==> src/rgb2yuv_pkg.sv <==
// types, constants and helpers for the rgb to yuv 4:2:0 converter
// no dependencies; imported by rgb_to_yuv420_converter
package rgb2yuv_pkg;

    // geometry limits and register reset values
    localparam int unsigned CNT_W      = 12;
    localparam int unsigned CFG_W      = 13;
    localparam int unsigned CFG_IDX_W  = 1;
    localparam logic [CFG_W-1:0] MAX_DIM       = 13'd4096;
    localparam logic [CFG_W-1:0] WIDTH_RESET   = 13'd640;
    localparam logic [CFG_W-1:0] HEIGHT_RESET  = 13'd480;

    // configuration register indexes
    localparam logic [CFG_IDX_W-1:0] CFG_FRAME_WIDTH  = 1'b0;
    localparam logic [CFG_IDX_W-1:0] CFG_FRAME_HEIGHT = 1'b1;

    // bt.601 coefficients
    localparam logic [15:0] COEF_Y_R  = 16'd66;
    localparam logic [15:0] COEF_Y_G  = 16'd129;
    localparam logic [15:0] COEF_Y_B  = 16'd25;
    localparam logic [7:0]  Y_OFFSET  = 8'd16;
    localparam logic [15:0] COEF_U_R  = 16'd38;
    localparam logic [15:0] COEF_U_G  = 16'd74;
    localparam logic [15:0] COEF_UV_M = 16'd112;
    localparam logic [15:0] COEF_V_G  = 16'd94;
    localparam logic [15:0] COEF_V_B  = 16'd18;
    // 128 << 8, lifts the chroma sum to non-negative before the shift
    localparam logic [15:0] C_BIAS    = 16'h8000;

    typedef struct packed {
        logic [7:0] red;
        logic [7:0] green;
        logic [7:0] blue;
    } t_pixel;

    typedef struct packed {
        logic [7:0] luma;
        logic [7:0] chroma_blue;
        logic [7:0] chroma_red;
        logic       chroma_valid;
        logic       line_end;
        logic       frame_end;
    } t_result;

    // last position for a dimension: zero counts as one, above max as max
    function automatic logic [CNT_W-1:0] last_pos(input logic [CFG_W-1:0] dim);
        logic [CFG_W-1:0] d;
        d = dim;
        if (dim == '0) begin
            d = 13'd1;
        end else if (dim > MAX_DIM) begin
            d = MAX_DIM;
        end
        return CNT_W'(d - 13'd1);
    endfunction

endpackage

==> src/rgb_to_yuv420_converter.sv <==
// rgb to bt.601 studio-range yuv 4:2:0 converter, top level
// depends on rgb2yuv_pkg
//
// Usage
// - input channel: i_in_valid / i_pixel, back-pressure on o_in_stall; an item
//   is taken at a clock edge with i_in_valid high and o_in_stall low
// - output channel: o_out_valid / o_result, back-pressure on i_out_stall
// - one result item per input pixel: luma always, chroma on even column of an
//   even line (zero otherwise), line and frame end flags from the internal
//   column and line counters, which wrap at the end of the frame
// - config port: i_cfg_we with i_cfg_index (0 width, 1 height) and i_cfg_data;
//   write only while no item is in flight
// Timing
// - an input register holds the pixel and its position flags, and the
//   arithmetic sits between it and the result register
// - throughput one item per cycle; while the receiver stalls, the result
//   register holds and the input register fills, then o_in_stall rises
// Reset
// - synchronous active low: counters cleared, both stages emptied,
//   width 640 and height 480
module rgb_to_yuv420_converter
    import rgb2yuv_pkg::*;
(
    input  logic                 i_clk,
    input  logic                 i_rst_n,
    input  logic                 i_in_valid,
    output logic                 o_in_stall,
    input  t_pixel               i_pixel,
    output logic                 o_out_valid,
    input  logic                 i_out_stall,
    output t_result              o_result,
    input  logic                 i_cfg_we,
    input  logic [CFG_IDX_W-1:0] i_cfg_index,
    input  logic [CFG_W-1:0]     i_cfg_data
);

    logic [CFG_W-1:0] r_width;
    logic [CFG_W-1:0] r_height;
    logic [CNT_W-1:0] r_col, n_col;
    logic [CNT_W-1:0] r_line, n_line;

    logic    r_s1_valid;
    t_pixel  r_s1_pixel;
    logic    r_s1_cvalid;
    logic    r_s1_lend;
    logic    r_s1_fend;

    logic    r_out_valid;
    t_result r_out, n_out;

    logic             out_load;
    logic             s1_load;
    logic             in_accept;
    logic [CNT_W-1:0] col_last;
    logic [CNT_W-1:0] line_last;
    logic             at_lend;
    logic             at_llast;
    logic [15:0]      y_sum;
    logic [15:0]      u_sum;
    logic [15:0]      v_sum;
    logic [15:0]      r16, g16, b16;

    // handshake between the two stages
    assign out_load    = !r_out_valid || !i_out_stall;
    assign o_in_stall  = r_s1_valid && !out_load;
    assign in_accept   = i_in_valid && !o_in_stall;
    assign s1_load     = !o_in_stall;
    assign o_out_valid = r_out_valid;
    assign o_result    = r_out;

    // configuration registers
    always_ff @(posedge i_clk) begin
        if (!i_rst_n) begin
            r_width  <= WIDTH_RESET;
            r_height <= HEIGHT_RESET;
        end else if (i_cfg_we) begin
            unique case (i_cfg_index)
                CFG_FRAME_WIDTH:  r_width  <= i_cfg_data;
                CFG_FRAME_HEIGHT: r_height <= i_cfg_data;
                default: ;
            endcase
        end
    end

    // position of the incoming pixel and next counter values
    always_comb begin
        col_last  = last_pos(r_width);
        line_last = last_pos(r_height);
        at_lend   = r_col >= col_last;
        at_llast  = r_line >= line_last;
        n_col     = r_col + 12'd1;
        n_line    = r_line;
        if (at_lend) begin
            n_col  = '0;
            n_line = at_llast ? '0 : r_line + 12'd1;
        end
    end

    always_ff @(posedge i_clk) begin
        if (!i_rst_n) begin
            r_col  <= '0;
            r_line <= '0;
        end else if (in_accept) begin
            r_col  <= n_col;
            r_line <= n_line;
        end
    end

    // input register: pixel plus position flags
    always_ff @(posedge i_clk) begin
        if (!i_rst_n) begin
            r_s1_valid <= 1'b0;
        end else if (s1_load) begin
            r_s1_valid <= i_in_valid;
        end
    end

    always_ff @(posedge i_clk) begin
        if (in_accept) begin
            r_s1_pixel  <= i_pixel;
            r_s1_cvalid <= !r_col[0] && !r_line[0];
            r_s1_lend   <= at_lend;
            r_s1_fend   <= at_lend && at_llast;
        end
    end

    // colour matrix; chroma sums are biased so that bits 15:8 give the result
    always_comb begin
        r16   = {8'd0, r_s1_pixel.red};
        g16   = {8'd0, r_s1_pixel.green};
        b16   = {8'd0, r_s1_pixel.blue};
        y_sum = COEF_Y_R * r16 + COEF_Y_G * g16 + COEF_Y_B * b16;
        u_sum = C_BIAS - COEF_U_R * r16 - COEF_U_G * g16 + COEF_UV_M * b16;
        v_sum = C_BIAS + COEF_UV_M * r16 - COEF_V_G * g16 - COEF_V_B * b16;
        n_out.luma         = y_sum[15:8] + Y_OFFSET;
        n_out.chroma_blue  = r_s1_cvalid ? u_sum[15:8] : 8'd0;
        n_out.chroma_red   = r_s1_cvalid ? v_sum[15:8] : 8'd0;
        n_out.chroma_valid = r_s1_cvalid;
        n_out.line_end     = r_s1_lend;
        n_out.frame_end    = r_s1_fend;
    end

    // result register
    always_ff @(posedge i_clk) begin
        if (!i_rst_n) begin
            r_out_valid <= 1'b0;
        end else if (out_load) begin
            r_out_valid <= r_s1_valid;
        end
    end

    always_ff @(posedge i_clk) begin
        if (out_load && r_s1_valid) begin
            r_out <= n_out;
        end
    end

    // a frame end is always also a line end
    a_fend_lend: assert property (@(posedge i_clk) disable iff (!i_rst_n)
        o_out_valid && o_result.frame_end |-> o_result.line_end)
        else $error("frame end without line end");

    // chroma fields are zero when chroma is not valid
    a_chroma_zero: assert property (@(posedge i_clk) disable iff (!i_rst_n)
        o_out_valid && !o_result.chroma_valid
        |-> o_result.chroma_blue == 8'd0 && o_result.chroma_red == 8'd0)
        else $error("chroma not zero on a pixel without chroma");

    // an item in the input register is kept while the result register is blocked
    a_s1_hold: assert property (@(posedge i_clk) disable iff (!i_rst_n)
        r_s1_valid && r_out_valid && i_out_stall |=> r_s1_valid)
        else $error("item lost from input register");

endmodule
==> config.mk <==
export PLATFORM = sky130hd
export DESIGN_NAME = rgb_to_yuv420_converter
export DESIGN_NICKNAME = d
export VERILOG_FILES = /design/src/rgb2yuv_pkg.sv /design/src/rgb_to_yuv420_converter.sv
export SDC_FILE = /design/constraint.sdc
export NUM_CORES = 1
export LEC_CHECK = 0
export BUFFER_PORTS_ARGS = -buffer_cell sky130_fd_sc_hd__buf_2
export CAP_MARGIN = 5
export CORE_ASPECT_RATIO = 1.75
export CORE_MARGIN = 4
export CORE_UTILIZATION = 30
export CTS_CLUSTER_DIAMETER = 40
export DETAILED_ROUTE_END_ITERATION = 8
export GPL_TIMING_DRIVEN = 1
export MAX_ROUTING_LAYER = met4
export PLACE_DENSITY_LB_ADDON = 0.12
export SYNTH_ARGS = -nofsm -noshare
export SYNTH_HDL_FRONTEND = slang
export SYNTH_SLANG_ARGS = --single-unit
==> constraint.sdc <==
create_clock -name i_clk -period 5.1 [get_ports i_clk]
set_clock_uncertainty 0.1 [all_clocks]
set_input_delay 0.255 -clock i_clk [delete_from_list [all_inputs] [get_ports i_clk]]
set_output_delay 0.255 -clock i_clk [all_outputs]
set_load 0.005 [all_outputs]
After elaboration in Yosys (flattened, before gate mapping) --
Cells that the tools add are included. W data, S select, Z words.
Operators by class: $add $sub $neg 13, multiply operators 9, order comparisons 4, muxes and demuxes 6, bitwise gates (word level) 1, reductions and logical operators 17
Operators by type and width (number):
- $mux W12 | 6
- $mul A6 B8 Y14 const A | 3
- $sub A16 B15 Y16 | 2
- $gt A13 B13 Y1 const B | 2
- $logic_not A13 Y1 | 2
- $mul A5 B8 Y13 const A | 2
- $add A12 B1 Y12 const B | 2
- $ge A12 B12 Y1 | 2
- $sub A12 B1 Y12 const B | 2
- $mul A3 B8 Y11 const A | 2
- $add A15 B16 Y16 | 1
- $add A16 B13 Y16 | 1
- $add A16 B15 Y16 | 1
- $add A16 B15 Y16 const A | 1
- $mul A8 B8 Y16 const A | 1
- $sub A16 B13 Y16 | 1
- $sub A16 B14 Y16 const A | 1
- $mul A4 B8 Y12 const A | 1
- $add A8 B5 Y8 const B | 1
- $logic_not A1 Y1 | 6
- $reduce_and A2 Y1 | 3
- $logic_and A1 B1 Y1 | 5
- $logic_or A1 B1 Y1 | 1
- $not A1 Y1 | 1
Word-level totals: bits in registers 106, input bits 43, output and inout bits 29, word-level logic and storage cells 68

Logic depth before layout (Yosys ltp) --
Gate-level depths: netlist of the first run.
depth in word-level cells 7, mapped depth 23

Worst setup path before layout of the first run --
Ideal clock, no wire load.
path type register -> register, start register r_s1_pixel (netlist bit g16[4]), end register r_out (netlist bit o_result[9]) (data pin), library setup time 0.266 ns, data arrival time 5.146 ns, slack -0.412 ns, cell stages (with the launch flop) 23, period minus slack after synthesis 5.512 ns, cell sequence edfxtp_1 > inv_1 > fa_1 > inv_1 > fa_1 > inv_1 > fa_1 > inv_1 > ha_1 > inv_1 > o21ai_1 > a21oi_1 > o21ai_1 > a21oi_1 > xnor2_1 > fa_1 > inv_1 > ha_1 > or3_1 > or3_1 > a41oi_1 > xor2_1 > nor2_1
On the way: longest elaborated chain between the ends 3
Ends and longest elaborated chain:
- start, declared | line rgb_to_yuv420_converter.sv:43 | t_pixel r_s1_pixel;
- start signal, assigned | line rgb_to_yuv420_converter.sv:120 | r_s1_pixel <= i_pixel;
- $mul A6 B8 Y14 | line rgb_to_yuv420_converter.sv:134 | v_sum = C_BIAS + COEF_UV_M * r16 - COEF_V_G * g16 - COEF_V_B * b16;
- $sub A16 B15 Y16 | line rgb_to_yuv420_converter.sv:134
- $sub A16 B13 Y16 | line rgb_to_yuv420_converter.sv:134
- end signal, assigned | line rgb_to_yuv420_converter.sv:154 | r_out <= n_out;
- end, declared | line rgb_to_yuv420_converter.sv:49 | t_result r_out, n_out;
Every way passes these cells. A chain may end at the register's enable or synchronous reset.

Final worst setup path of the first run --
start register r_s1_pixel (netlist bit g16[3]), end register r_out (netlist bit o_result[8]) (data pin)
Same word-level chain as after synthesis.

==> results of run 1 <==
-- layout make-up --
cell class | count | area share
Sequential cell | 106 | 0.181
Tap cell | 480 | 0.0407
Inverter | 237 | 0.0603
Clock buffer | 9 | 0.0153
Clock inverter | 7 | 0.00586
Multi-Input combinational cell | 890 | 0.579
Timing Repair Buffer | 243 | 0.118
-- routing by layer --
layer  routed length (um)  track usage  up-vias
li1                     -            -     4649
met1                11700        0.162     4446
met2                20400        0.350       94
met3                  816       0.0232       25
met4                  705       0.0448        0
met5                    0            -        -
-- registers in the layout, summed over array words and instances, names as in the netlist --
name         cells
o_result        27
r_height        13
r_width         13
r_col           12
r_line          12
b16              8
g16              8
r16              8
o_out_valid      1
r_s1_cvalid      1
r_s1_fend        1
r_s1_lend        1
r_s1_valid       1
-- final timing paths --
kind	depth (start not counted)	end
min reg2reg	0	o_result[0]
max reg2reg	22	o_result[8]
min	1	g16[4]
max	22	o_result[8]
-- power by group --
part           switching (mW)  internal (mW)
clock network           0.382          0.392
registers              0.0683           1.16
logic                    2.62           2.66
-- placed cells by master (no fill, tap or decap), types with 7 or more instances in the layout --
master	instances
o21ai_2	9
clkbuf_16	9
nor2b_1	14
dfxtp_1	52
a21oi_1	45
a21oi_2	13
nand4_1	10
inv_2	16
nand2b_1	10
edfxtp_1	54
buf_2	71
nand2_1	82
nand3_1	23
xnor2_1	45
nor4_1	7
xor2_1	18
nor3_1	17
o21ai_0	11
ha_1	177
or3_1	8
fa_1	85
o21a_1	13
inv_1	221
nor2_1	90
buf_4	143
o21bai_1	10
dlygate4sd3_1	21
a21boi_1	17
ha_4	26
a21o_1	23
o21ai_1	18
buf_6	7
-- through the flow --
step | instances | TNS, ns
after floorplan | 1248 | -0.655
after global placement | 1902 | -2.36
after detailed placement | 1902 | -2.34
after CTS | 1960 | -0.585
after global routing | 1972 | -1.88
final | 1972 | -0.345
-- worst reg2reg max path: cells and delay by family, from the launching register on --
kind	cells	cell delay, ns
fa+ha+maj	6	2.18
simple gates	7	1.14
compound gates	4	0.57
flops	1	0.45
buf+inv	4	0.33
xor+xnor	1	0.20
-- kinds of logic after synthesis --
group / count (synthesis) / synth area share
DFF: 106 / 0.231
adders and majority gates: 296 / 0.379
AOI/OAI and AO/OA: 209 / 0.121
and+or+nand+nor: 311 / 0.130
xor gates and xnor gates: 69 / 0.0525
buffers and inverters: 252 / 0.0822
muxes: 5 / 0.00446
-- timing repair --
action                                  4_1_cts  5_1_grt
hold endpoints to repair                     20        1
endpoints found under the setup margin       13       15
gates resized for setup                      43       59
setup buffers                                22       11
pin swaps                                    46       36
hold buffers                                 20        1
cloned                                        0        0
==> key figures, run 1 <==
Run status
  – Outcome: finished, violations left
  – Failing checks: negative setup slack

Global routing
  – Grt total ovfl: 0
  – Largest net degree at the start of global routing: 31
  – Initial antenna violation count: 0
  – Vias in the first global route: 9,790
  – First-pass GRT wire length: 52.8 mm
  – Overall routing resource usage: 0.171

Placement
  – Area after DPL: 13,400 sq um
  – IO Port Bufs: 71
  – Final GP Congestion: 0.849
  – DP HPWL: 28.1 mm
  – DP Worst Slack: -0.322 ns

Clock network
  – Clk slew on worst S/H paths: 0.08 ns
  – CTS buffer count: 9
  – TritonCTS clock tree: built
  – H-tree levels: 3
  – Clock root buffer: clkbuf_16
  – Clk_lat worst skew: 0.38 ns
  – Clock sinks: 106
  – Bufs on Longest Clock Path: 2

Synthesis
  – Cells taking the most area after synthesis: ha_1 (23%), fa_1 (15%), edfxtp_1 (14%)
  – Gate Count Post-Synth: 1,248
  – Area leader, netlist: ha_1
  – Synth unique cells: 61
  – Synth top cells by count: inv_1 (235), ha_1 (208), nor2_1 (94), fa_1 (87), nand2_1 (85)
  – Synthesized cell area: 11,500 sq um
  – Post-synthesis sequential area ratio: 0.231
  – Synth Register Bits: 106
  – Top-area cell type share of the netlist area: 0.226
  – Syn nets: 1,586
  – Top FF cell, synth: edfxtp_1
  – Avg Cell Area, Syn: 9.22 sq um
  – Most common cell in the netlist: inv_1
  – Post-synth EDFFs: 54
  – Synth warn: 0
  – Post-synth ARST share: 0

Setup path
  – Crit path buf inv count: 4
  – Crit path max fanout: 4
  – R2R setup slack: -0.14 ns
  – WP data required: 5.11 ns
  – Crit. End Element: flip-flop
  – Cell Chain, Critical Path: buf_4 > fa_1 > ha_1 > inv_1 > fa_1 > inv_1 > ha_4 > nor2b_4 > o21ai_2 > a21oi_2 > o21ai_2 > nand2_1 > nor2_1 > nor2_1 > fa_1 > inv_1 > ha_2 > or3_1 > or3_4 > a31oi_4 > xor2_1 > nor2_1
  – Worst path max stage delay: 0.53 ns
  – CP Class: reg2reg
  – CP startpoint: g16[3]
  – Reg2Reg Launch Point: g16[3]
  – Critical path arrival: 5.25 ns
  – Slowest CP cell: fa_1
  – CP Launch Type: flip-flop
  – Top delay family on crit path: adder cells

Power
  – Worst IR Drop VDD: 0.344 mV
  – Total power draw: 7.28 mW
  – Leakage: 7.06 nW
  – Cell Pwr Density: 494 nW/um^2

Finish
  – # diodes: 0
  – Multi-input gate area: 8540 sq um
  – Area Overhead vs Synth: 28.2%
  – Register area: 2660 sq um
  – Final Cell Area: 14,700 sq um
  – Share of cells above drive strength 1: 0.236
  – FILL cells: 3,858
  – Final core utilization: 0.390
  – Final net count: 1,825

Floorplan
  – IO Pins: 72
  – Die area: 41,700 sq um
  – Core Box Area: 37,800 sq um
  – Cell Rows: 94
  – Starting Density: 0.305
  – Die width: 156 um
  – Die Y: 267 um

Route
  – Drt initial violations: 249
  – Mean routed wirelength per cell: 17.1 um
  – WL final: 33.6 mm
  – DR vias/cell: 4.67
  – DR vias: 9,214
  – Drt drc: 0
  – First-pass detailed-route iteration total: 4
  – Post-route ant nets: 0

STA
  – # setup viols final: 5
  – Final Slew Violations: 0
  – Least-Margin Pin Slew: 0.728 ns
  – Period utilization: 1.03
  – Unrepaired setup endpoints after global routing: yes
  – Fin crit period: 5.24 ns
  – Hold WS: 0.0263 ns
  – Setup WS post-layout: -0.135 ns
  – Worst rel slew slack: 0.514
  – Fmax: 191 MHz
  – Final Hold Vio Count: 0

Worst hold path
  – HP Class: in2reg
  – Worst hold start: i_pixel[12]

Flow run
  – Max-Cap Viols: 0
Power figures use the tool's default switching activity.
==> inputs of run 2 (changes only) <==
Settings changed: ABC_AREA set to 1.
==> key figures, run 2 <==
Run status
  – Outcome: complete, no violations

Clock network
  – CTS buffer count: 9 (unchanged)
  – Clock root buffer: clkbuf_16
  – Clock sinks: 106 (unchanged)
  – Clk slew on worst S/H paths: 0.09 ns (about the same)
  – Clk_lat worst skew: 0.39 ns (about the same)
  – H-tree levels: 3 (unchanged)
  – TritonCTS clock tree: built
  – Bufs on Longest Clock Path: 2 (unchanged)

Setup path
  – CP Class: reg2reg
  – Worst path max stage delay: 0.52 ns (about the same)
  – CP startpoint: g16[5]
  – Crit. End Element: flip-flop
  – R2R setup slack: 0.05 ns (+0.19 ns)
  – CP Launch Type: flip-flop
  – Reg2Reg Launch Point: g16[5]
  – Slowest CP cell: fa_1
  – WP data required: 5.14 ns (+0.03 ns)
  – Crit-path most repeated cell: inv_2
  – R2R depth: 26 (+18%)
  – Crit path max fanout: 4 (unchanged)
  – Critical path arrival: 5.09 ns (-0.16 ns)
  – FF-to-FF End: o_result[9]

Floorplan
  – Starting Density: 0.305 (about the same)
  – Die area: 46,000 sq um (+10%)
  – IO Pins: 72 (unchanged)
  – Cell Rows: 99 (+5.3%)
  – Die width: 164 um (+5.0%)
  – Core Box Area: 41,900 sq um (+11%)
  – Die Y: 281 um (+5.1%)

Synthesis
  – Mux share of post-synthesis cell area: 0 (-0.00446)
  – Synth top cells by count: inv_1 (344), nand2_1 (314), ha_1 (208), nor2_1 (157), a21oi_1 (109)
  – Synth warn: 0 (unchanged)
  – Gate Count Post-Synth: 1,651 (+32%)
  – Post-synth EDFFs: 54 (unchanged)
  – Largest family of logic cells by synthesized area: adder cells
  – Syn nets: 1,989 (+25%)
  – Post-synthesis simple-gate area fraction: 0.199 (+0.0692)
  – Post-synth ARST share: 0 (unchanged)
  – Post-synthesis sequential area ratio: 0.209 (-0.0227)
  – Synth Area in XOR/XNOR: 0.0508 (-0.00171)
  – Synth unique cells: 47 (-23%)
  – Avg Cell Area, Syn: 7.72 sq um (-16%)
  – Top FF cell, synth: edfxtp_1
  – Top-area cell type share of the netlist area: 0.204 (-0.0222)
  – Post-synthesis compound-gate area fraction: 0.0918 (-0.0289)
  – Synth Register Bits: 106 (unchanged)
  – Post-synthesis adder-cell area fraction: 0.341 (-0.0380)
  – Area leader, netlist: ha_1
  – Cells taking the most area after synthesis: ha_1 (20%), fa_1 (14%), edfxtp_1 (13%)
  – Most common cell in the netlist: inv_1
  – Synthesized cell area: 12,800 sq um (+11%)

Finish
  – Share of cells above drive strength 1: 0.178 (-0.0581)
  – Final Cell Area: 15,700 sq um (+6.7%)
  – FILL cells: 4,506 (+17%)
  – # diodes: 0 (unchanged)
  – Final core utilization: 0.376 (-0.0148)
  – Non-Filler Instances: 2,416 (+23%)
  – Commonest non-fill, non-tap cell in the layout: inv_1
  – Area Overhead vs Synth: 23.3%
  – Max reg flops: 27 (unchanged)
  – Final net count: 2,194 (+20%)
  – Most frequent cells in the layout: inv_1 (324), nand2_1 (300), ha_1 (188)

STA
  – Setup tns final: 0 ns (+0.345 ns)
  – Unrepaired setup endpoints after global routing: yes
  – Setup WS post-layout: 0.0516 ns (+0.187 ns)
  – Worst rel slew slack: 0.273 (-0.241)
  – Fin crit period: 5.05 ns (-0.187 ns)
  – # setup viols final: 0 (-5)
  – Hold WS: 0.0287 ns (+0.00236 ns)
  – Least-Margin Pin Slew: 1.09 ns (+0.360 ns)
  – Final Slew Violations: 0 (unchanged)
  – Final Hold Vio Count: 0 (unchanged)
  – Fmax: 198 MHz (+3.7%)
  – Period utilization: 0.990 (-0.0366)

Power
  – Switching share of total power: 0.489 (+0.0671)
  – Total power draw: 9.58 mW (+32%)
  – Worst IR Drop VDD: 0.259 mV (-25%)
  – Sequential Power Share: 0.128 (-0.040)
  – Clock power share: 0.082 (-0.024)
  – Cell Pwr Density: 609 nW/um^2 (+23%)
  – P_int: 4.90 mW (+16%)
  – Leakage: 7.99 nW (+13%)
  – Comb pwr share: 0.790 (+0.065)
  – Psw: 4.68 mW (+53%)

Route
  – Drt drc: 0 (unchanged)
  – Drt initial violations: 370 (+49%)
  – DR vias: 11,100 (+21%)
  – WL final: 40.7 mm (+21%)
  – First-pass detailed-route iteration total: 4 (unchanged)
  – Mean routed wirelength per cell: 16.8 um (-1.3%)
  – Post-route ant nets: 0 (unchanged)
  – DR vias/cell: 4.61 (-1.3%)

Worst hold path
  – Hold depth: 3 (+2)
  – Worst hold start: i_cfg_data[11]
  – HP Class: in2reg
  – Hold worst-path end: r_width[11]

Placement
  – Inst Count DP: 2,354 (+24%)
  – Final GP Congestion: 0.885 (+4.3%)
  – Area after DPL: 14,400 sq um (+8.0%)
  – IO Port Bufs: 71 (unchanged)
  – DP Worst Slack: -0.194 ns (+0.127 ns)
  – DP HPWL: 34.5 mm (+23%)

Global routing
  – Largest net degree at the start of global routing: 35 (+13%)
  – Overall routing resource usage: 0.186 (+0.0153)
  – First-pass GRT wire length: 62.8 mm (+19%)
  – Grt total ovfl: 0 (unchanged)
  – Initial antenna violation count: 0 (unchanged)
  – Vias in the first global route: 11,900 (+21%)

Flow run
  – Max-Cap Viols: 0 (unchanged)
run 2: cell type report:
type | instances | area (sq um) | area share
Multi-Input combinational cell | 1183 | 9270 | 0.590
Sequential cell | 106 | 2660 | 0.169
Timing Repair Buffer | 208 | 1470 | 0.0936
Inverter | 348 | 1310 | 0.0832
Tap cell | 555 | 694 | 0.0442
Clock buffer | 11 | 264 | 0.0168
Clock inverter | 5 | 51.3 | 0.00326
run 2: power by group through the flow:
| stage | combinational (mW) | sequential [mW] | clock [mW] |
|---|---|---|---|
| global route | 8.50 | 1.25 | 0.840 |
| CTS | 6.50 | 1.24 | 0.817 |
| finish | 7.57 | 1.23 | 0.788 |
| detailed placement | 6.17 | 1.25 | 0 |
| global placement | 6.15 | 1.26 | 0 |
| floorplan | 3.87 | 1.26 | 0 |
run 2: timing repair:
action,4_1_cts,5_1_grt
cloned,0,0
hold buffers,24,1
pin swaps,3,53
hold endpoints to repair,24,1
gates resized for setup,22,111
setup buffers,6,15
endpoints found under the setup margin,10,17
run 2: per-layer routing:
metal,track usage,vias to the layer above,share of wire
li1,-,5662,-
met1,0.159,5258,0.33
met2,0.385,139,0.59
met3,0.0183,85,0.014
met4,0.0941,0,0.059
met5,-,-,0
run 2: logic make-up (layout without fill, tap and decap cells):
logic type,count (synthesis),in the layout
adders and majority gates,295,295
DFF,106,106
buffers and inverters,362,572
xor gates and xnor gates,74,74
and+or+nand+nor,606,606
AOI/OAI and AO/OA,208,208
run 2: worst max-delay path: cells and delay by family (launching register included):
family	cells	cell delay, ns
compound gates	8	0.92
fa+ha+maj	6	2.56
buf+inv	7	0.50
flops	1	0.39
simple gates	5	0.33
run 2: worst max-delay path by stage:
stage                    to  slack, ns  depth (start not counted)
3_3_place_gp    o_result[9]      -0.14                         25
6_report        o_result[9]       0.05                         26
4_1_cts        o_result[14]     -0.008                         22
5_1_grt         o_result[9]      -0.15                         25
2_1_floorplan   o_result[9]       0.07                         25
3_5_place_dp    o_result[9]      -0.19                         24
